<file path="src/rtl/ssh_ram.sv">
`timescale 1ns / 1ps
// Generic simple dual-port RAM, one write and one registered read port.
// No dependencies.
module ssh_ram #(
  parameter int WIDTH = 8,
  parameter int DEPTH = 16
) (
  input  logic                     clk,
  input  logic                     we,
  input  logic [$clog2(DEPTH)-1:0] waddr,
  input  logic [WIDTH-1:0]         wdata,
  input  logic [$clog2(DEPTH)-1:0] raddr,
  output logic [WIDTH-1:0]         rdata
);
  logic [WIDTH-1:0] mem [DEPTH];

  always_ff @(posedge clk) begin
    if (we) mem[waddr] <= wdata;
    rdata <= mem[raddr];
  end
endmodule

</file>
<file path="config.mk">
export PLATFORM = sky130hd
export DESIGN_NAME = ssh_ram
export DESIGN_NICKNAME = d
export VERILOG_FILES = /design/src/rtl/ssh_ram.sv
export SDC_FILE = /design/constraint.sdc
export NUM_CORES = 1
export LEC_CHECK = 0
export ABC_AREA = 1
export BUFFER_PORTS_ARGS = -buffer_cell sky130_fd_sc_hd__buf_2
export CAP_MARGIN = 10
export CORE_ASPECT_RATIO = 1.25
export CORE_MARGIN = 2
export CORE_UTILIZATION = 25
export CTS_CLUSTER_SIZE = 24
export DETAILED_ROUTE_END_ITERATION = 16
export GPL_TIMING_DRIVEN = 0
export PLACE_DENSITY_LB_ADDON = 0.2
export SLEW_MARGIN = 20
export SYNTH_ARGS = -nofsm -noshare
export SYNTH_HDL_FRONTEND = slang
export SYNTH_SLANG_ARGS = --single-unit
</file>
<file path="constraint.sdc">
create_clock -name clk -period 1.2 [get_ports clk]
set_input_delay 0.06 -clock clk [delete_from_list [all_inputs] [get_ports clk]]
set_output_delay 0.06 -clock clk [all_outputs]
set_load 0.01 [all_outputs]
</file>
==> results.sh, run 1 <==
export IMPL_run_status="finished, final reports clean"
export IMPL_worstPathRequired_ns=1.24
export IMPL_period_share_pct=95.2
export IMPL_finClkSkew_ns=0.00759
export IMPL_vias=3787
export IMPL_drt_wl_total_um=15200
export IMPL_h_tree_depth=4
export IMPL_grt_antenna_before_repair=0
export IMPL_final_setup_tns_ns=0
export IMPL_post_drt_via_cell_ratio=4.24
export IMPL_hold_violations=0
export IMPL_grt_usage_pct=12.8
export IMPL_route_detailed_drc=0
export IMPL_setup_viol_count_final=0
export IMPL_grt_pass1_vias=3704
export IMPL_fin_crit_ns=1.14
export IMPL_synth_cells=551
export IMPL_io_buffers=22
export IMPL_mostFrequentLayoutCells="nand2_1 (173), edfxtp_1 (128), inv_1 (100)"
export IMPL_cts_root_buf="clkbuf_16"
export IMPL_critPathCaptureType="flop"
export IMPL_slew_viol_final=0
export IMPL_synth_cell_types=12
export IMPL_path_buf_inv=1
export IMPL_worstSetupPathType="input pin to flop"
export IMPL_finalNetCount=610
export IMPL_critPathTopFamily="simple AND/OR/NAND/NOR gates"
export IMPL_p_leak_nw=2.88
export IMPL_synth_seq_cells=136
export IMPL_syn_area_um2=5770
export IMPL_final_common_cell="nand2_1"
export IMPL_hold_start="wdata[5]"
export IMPL_whs_ns=0.0610
export IMPL_syn_avg_cell_area_um2=10.5
export IMPL_syn_to_final_growth_pct=17.5
export IMPL_fmax_ghz=0.875
export IMPL_grt_pass1_wl_um=22400
export IMPL_rsz0062_at_grt="true"
export IMPL_cts_buffers_inserted=17
export IMPL_coreArea_um2=22800
export IMPL_gr_total_overflow=0
export IMPL_antennaDiodeCount=0
export IMPL_clockBufferDepth=2
export IMPL_final_cell_area_um2=6780
export IMPL_path_max_fanout=8
export IMPL_rows=62
export IMPL_cts_sinks=136
export IMPL_start_kind="input pin"
export IMPL_startpoint="waddr[2]"
export IMPL_syn_nets=569
export IMPL_grt_max_degree=17
export IMPL_p_total_mw=10.9
export IMPL_drv_cap=0
export IMPL_tightestPinTransition_ns=0.938
export IMPL_drt_iter0_markers=295
export IMPL_die_w_um=140
export IMPL_cts_clk_slew_worst_paths_ns=0.06
export IMPL_worstPathCellList="buf_2, nand3b_1, nor2_1"
export IMPL_peakVddDrop_uv=1050
export IMPL_cpMaxStageDelayCell="nor2_1"
export IMPL_cts_tree="yes"
export IMPL_yosysWarnings=0
export IMPL_r2r_start="mem[6][6]$_DFFE_PP_"
export IMPL_firstDrtPassIters=5
export IMPL_post_drt_wl_per_cell_um=17.0
export IMPL_critPathMaxStageDelay_ns=0.73
export IMPL_fp_dieH_um=174
export IMPL_start_util_pct=25.3
export IMPL_hold_buffers=0
export IMPL_powerDensity_nw_per_um2=1600
export IMPL_ios=26
export IMPL_max_slew_margin_pct=37.2
export IMPL_cts_resized_gates=0
export IMPL_critPathArrivalTime_ns=1.19
export IMPL_place_congestion=0.834
export IMPL_synth_seq_area_share_pct=69.4
export IMPL_hp_class="input pin to flop"
export IMPL_hpwl_um=10500
export IMPL_rrSetupSlack_ns=0.12
export IMPL_stdcell_count=893
export IMPL_die_area_um2=24300
export IMPL_clk_latency_ns=0.42
export IMPL_drive_above_1_share_pct=12.9
export IMPL_ant_nets=0
export IMPL_post_cts_buffers=0
export IMPL_dpl_cell_count=861
export IMPL_place_area_um2=6240
==> where the power goes <==
part | leakage [nW] | switching (mW) | internal [mW] | total, mW
clock | 0.265 | 2.12 | 2.68 | 4.80
combinational | 1.39 | 0.516 | 0.204 | 0.720
sequential | 1.22 | 0.0260 | 5.31 | 5.34
==> synth_stat cells (all sizes together) <==
master	count	share of area [%]
nand3b	2	0.26
buf	24	2.9
nand3	97	8.4
nand2	173	11
inv	102	6.6
nor2	17	1.1
edfxtp	128	67
dfxtp	8	2.8
==> cell families (layout without fill, tap and decap cells) <==
| family | count (synthesis) | count (layout) | synth area share [%] |
|---|---|---|---|
| buffers and inverters | 126 | 180 | 9.52 |
| AND/OR/NAND/NOR | 289 | 289 | 21.0 |
| flip-flops | 136 | 136 | 69.4 |
==> worst paths after layout <==
path / to / depth (start not counted)
worst min register to register: rdata[2]$_DFF_P_ / 6
worst max register to register: rdata[6]$_DFF_P_ / 6
worst min-delay path: mem[5][5]$_DFFE_PP_ / 1
worst max-delay path: mem[9][1]$_DFFE_PP_ / 3
==> metal layers <==
layer / share of wire (%) / wire [um] / vias to the layer above / track usage, %
met5: 0 / 0 / - / 0
met4: 2.7 / 412 / 0 / 5.38
met3: 4.1 / 629 / 29 / 2.54
met2: 52 / 7830 / 99 / 22.6
met1: 41 / 6290 / 1798 / 15.0
li1: - / - / 1861 / -
==> metrics by stage <==
| step | utilization (%) | setup WS, ns |
|---|---|---|
| detailed placement | 27.3 | -0.361 |
| global placement | 27.3 | -0.344 |
| floorplan | - | 0.189 |
| CTS | 29.7 | 0.0813 |
| global route | 29.7 | -0.00134 |
| finish | 29.7 | 0.0573 |
==> final cells by class <==
class	count	area, um^2
Multi-Input combinational cell	289	1210
Buffer	24	166
Inverter	102	383
Tap cell	288	360
Timing Repair Buffer	22	110
Sequential cell	136	4000
Fill cell	2373	16000
Clock buffer	17	425
Clock inverter	15	115
==> flip-flops by register name, indices dropped and copies added (netlist names) <==
signal / cells
mem: 128
rdata: 8
No activity file was read; power rests on OpenSTA's default activity.
==> run 2: changes to the inputs <==
--- a/config.mk
+++ b/config.mk
@@ -5,12 +5,13 @@
 export SDC_FILE = /design/constraint.sdc
 export NUM_CORES = 1
 export LEC_CHECK = 0
-export ABC_AREA = 1
+export ABC_AREA = 0
 export BUFFER_PORTS_ARGS = -buffer_cell sky130_fd_sc_hd__buf_2
 export CAP_MARGIN = 10
 export CORE_ASPECT_RATIO = 1.25
 export CORE_MARGIN = 2
 export CORE_UTILIZATION = 25
+export CTS_BUF_LIST = sky130_fd_sc_hd__clkbuf_2 sky130_fd_sc_hd__clkbuf_4 sky130_fd_sc_hd__clkbuf_8
 export CTS_CLUSTER_SIZE = 24
 export DETAILED_ROUTE_END_ITERATION = 16
 export GPL_TIMING_DRIVEN = 0
==> run 2 against run 1 <==
- the run now ends with negative setup slack left
- sequential cell count unchanged
- power shrank 12%
- clock power fell by 25%
- cell count shrank 38%
- global-route usage down 1.7 points
- combinational power shrank 20%
- utilization up 0.19 points
- fmax shrank 16%
- critical path type is now flop to flop
==> results.sh, run 2 <==
export IMPL_largest_reg_flops=128
export IMPL_die_w_um=132
export IMPL_hpwl_um=7200
export IMPL_post_cts_buffers=0
export IMPL_setup_viol_count_final=8
export IMPL_synth_seq_area_share_pct=77.8
export IMPL_cts_root_buf="clkbuf_8"
export IMPL_tightestPinTransition_ns=0.895
export IMPL_synth_top_family_by_area="multiplexers"
export IMPL_rsz0062_at_grt="true"
export IMPL_post_drt_via_cell_ratio=4.24
export IMPL_run_status="finished with violations"
export IMPL_slew_viol_final=0
export IMPL_drv_cap=0
export IMPL_pwr_share_seq_pct=56.0
export IMPL_worstSetupPathType="flop to flop"
export IMPL_internal_power_mw=7.55
export IMPL_period_share_pct=114
export IMPL_final_common_cell="edfxtp_1"
export IMPL_drt_wl_total_um=11200
export IMPL_gr_total_overflow=0
export IMPL_powerDensity_nw_per_um2=1580
export IMPL_finClkSkew_ns=0.0110
export IMPL_cpMaxStageDelayCell="mux4_2"
export IMPL_syn_to_final_growth_pct=17.2
export IMPL_cts_tree="yes"
export IMPL_max_slew_margin_pct=40.1
export IMPL_finalNetCount=290
export IMPL_ant_nets=0
export IMPL_p_clk_share_pct=37.9
export IMPL_violations="negative setup slack"
export IMPL_die_area_um2=21800
export IMPL_worstPathCellList="mux4_2, a22oi_2, nand2_1"
export IMPL_place_congestion=0.767
export IMPL_p_sw_share_pct=20.6
export IMPL_io_buffers=24
export IMPL_cts_sinks=136
export IMPL_rows=58
export IMPL_synthFlopType="edfxtp_1"
export IMPL_place_area_um2=5630
export IMPL_syn_nets=247
export IMPL_whs_ns=0.0378
export IMPL_syn_avg_cell_area_um2=22.5
export IMPL_cts_buffers_inserted=17
export IMPL_p_leak_nw=1.91
export IMPL_grt_pass1_wl_um=16600
export IMPL_combPwrFrac_pct=6.0
export IMPL_yosysTopAreaCell="edfxtp_1"
export IMPL_drt_iter0_markers=128
export IMPL_clockBufferDepth=2
export IMPL_grt_pass1_vias=2507
export IMPL_synth_cells=229
export IMPL_hold_buffers=0
export IMPL_synthSimpleGateAreaFrac_pct=3.18
export IMPL_worstPathRequired_ns=1.52
export IMPL_critPathTopFamily="multiplexers"
export IMPL_clk_latency_ns=0.44
export IMPL_n_fill_cell=2054
export IMPL_synth_cell_types=19
export IMPL_yosysWarnings=0
export IMPL_vias=2351
export IMPL_ios=26
export IMPL_synth_most_common_cell="edfxtp_1"
export IMPL_synth_edf_count=128
export IMPL_synth_adder_area_share_pct=0
export IMPL_switchingPower_mw=1.96
export IMPL_final_cell_area_um2=6030
export IMPL_antennaDiodeCount=0
export IMPL_synth_xor_xnor_area_share_pct=0
export IMPL_mostFrequentLayoutCells="edfxtp_1 (128), mux4_2 (29), buf_2 (27)"
export IMPL_cts_clk_slew_worst_paths_ns=0.07
export IMPL_synth_compound_area_share_pct=2.33
export IMPL_start_kind="flop"
export IMPL_layout_setup_ws_ns=-0.166
export IMPL_hp_class="input pin to flop"
export IMPL_drive_above_1_share_pct=38.9
export IMPL_synth_seq_cells=136
export IMPL_grt_max_degree=17
export IMPL_yosys_area_top_type_share_pct=74.7
export IMPL_fp_dieH_um=164
export IMPL_ys_async_sr_fraction_pct=0
export IMPL_hold_violations=0
export IMPL_synthMuxAreaShare_pct=15.0
export IMPL_start_util_pct=25.5
export IMPL_critPathCaptureType="flop"
export IMPL_firstDrtPassIters=4
export IMPL_fin_crit_ns=1.37
export IMPL_yosys_top_cells_area="edfxtp_1 (75%), mux4_2 (7.9%), mux4_1 (7.1%)"
export IMPL_h_tree_depth=4
export IMPL_path_max_fanout=1
export IMPL_path_buf_inv=0
export IMPL_grt_antenna_before_repair=0
export IMPL_route_detailed_drc=0
export IMPL_top_register="mem"
export IMPL_syn_area_um2=5150
export IMPL_coreArea_um2=20200
export IMPL_critPathArrivalTime_ns=1.69
export IMPL_top_regs="mem (128), rdata (8)"
export IMPL_post_drt_wl_per_cell_um=20.2
export IMPL_peakVddDrop_uv=625
export IMPL_fmax_ghz=0.732
export IMPL_critPathMaxStageDelay_ns=0.49
export IMPL_grt_usage_pct=11.0
export IMPL_synthTopCellsByCount="edfxtp_1 (128), mux4_2 (18), a22oi_1 (16), mux4_1 (14), nor2_1 (13)"
## run 2: cell count changes in the layout (fill, tap and decap cells not counted), moves of 17 or more
cell | previous run | this run
nand3_1 | 97 | 1
clkbuf_8 | 0 | 21
mux4_2 | 0 | 29
inv_1 | 100 | 0
nand2_1 | 173 | 9
clkbuf_16 | 17 | 0
## run 2: stage by stage
stage,TNS [ns],utilization (%),setup slack [ns],power (mW),cells
2_1_floorplan,-3.90,-,-0.126,5.72,229
3_3_place_gp,-55.76,27.9,-0.676,5.98,523
3_5_place_dp,-51.90,27.9,-0.618,5.99,523
4_1_cts,-1.01,29.9,-0.166,9.63,555
5_1_grt,-1.26,29.9,-0.192,9.86,555
6_report,-0.941,29.9,-0.166,9.51,555
## run 2: path summary, 6_finish.rpt
check / cells after the start / end / slack [ns] / startpoint
worst max register to register: 3 / rdata[7]$_DFF_P_ / -0.17 / mem[2][7]$_DFFE_PP_
worst max-delay path: 3 / rdata[7]$_DFF_P_ / -0.17 / mem[2][7]$_DFFE_PP_
worst min register to register: 3 / rdata[3]$_DFF_P_ / 0.69 / mem[14][3]$_DFFE_PP_
worst min-delay path: 1 / mem[7][7]$_DFFE_PP_ / 0.04 / wdata[7]
## run 2: cell families after synthesis
family | count (synthesis)
flip-flops | 136
multiplexers | 32
buffers and inverters | 10
AND/OR/NAND/NOR | 35
AO/OA/AOI/OAI | 16
## run 2: power by group through the flow
stage               clock (mW)  sequential [mW]  combinational [mW]
finish                    3.61             5.33               0.573
global route              3.90             5.34               0.622
CTS                       3.71             5.33               0.585
detailed placement           0             5.44               0.558
global placement             0             5.43               0.552
floorplan                    0             5.45               0.274
## run 2: layer usage
metal | track usage, % | wire (um) | part of all wire [%]
met2 | 16.8 | 5240 | 47
met1 | 14.9 | 5190 | 46
met5 | 0 | 0 | 0
met3 | 3.62 | 653 | 5.8
met4 | 3.67 | 132 | 1.2
## run 2: area by class of cell
| type | count | area (um^2) | area share (%) |
|---|---|---|---|
| clock inverter | 4 | 47.5 | 0.788 |
| timing repair buffer | 24 | 120 | 1.99 |
| multi-input combinational | 83 | 1090 | 18.1 |
| buffer | 10 | 93.8 | 1.56 |
| clock buffer | 28 | 342 | 5.66 |
| tap | 270 | 338 | 5.60 |
| sequential | 136 | 4000 | 66.3 |
## run 2: timing repair
item	4_1_cts	5_1_grt
endpoints found under the setup margin	40	8
pin swaps	6	3
resized for setup	19	4
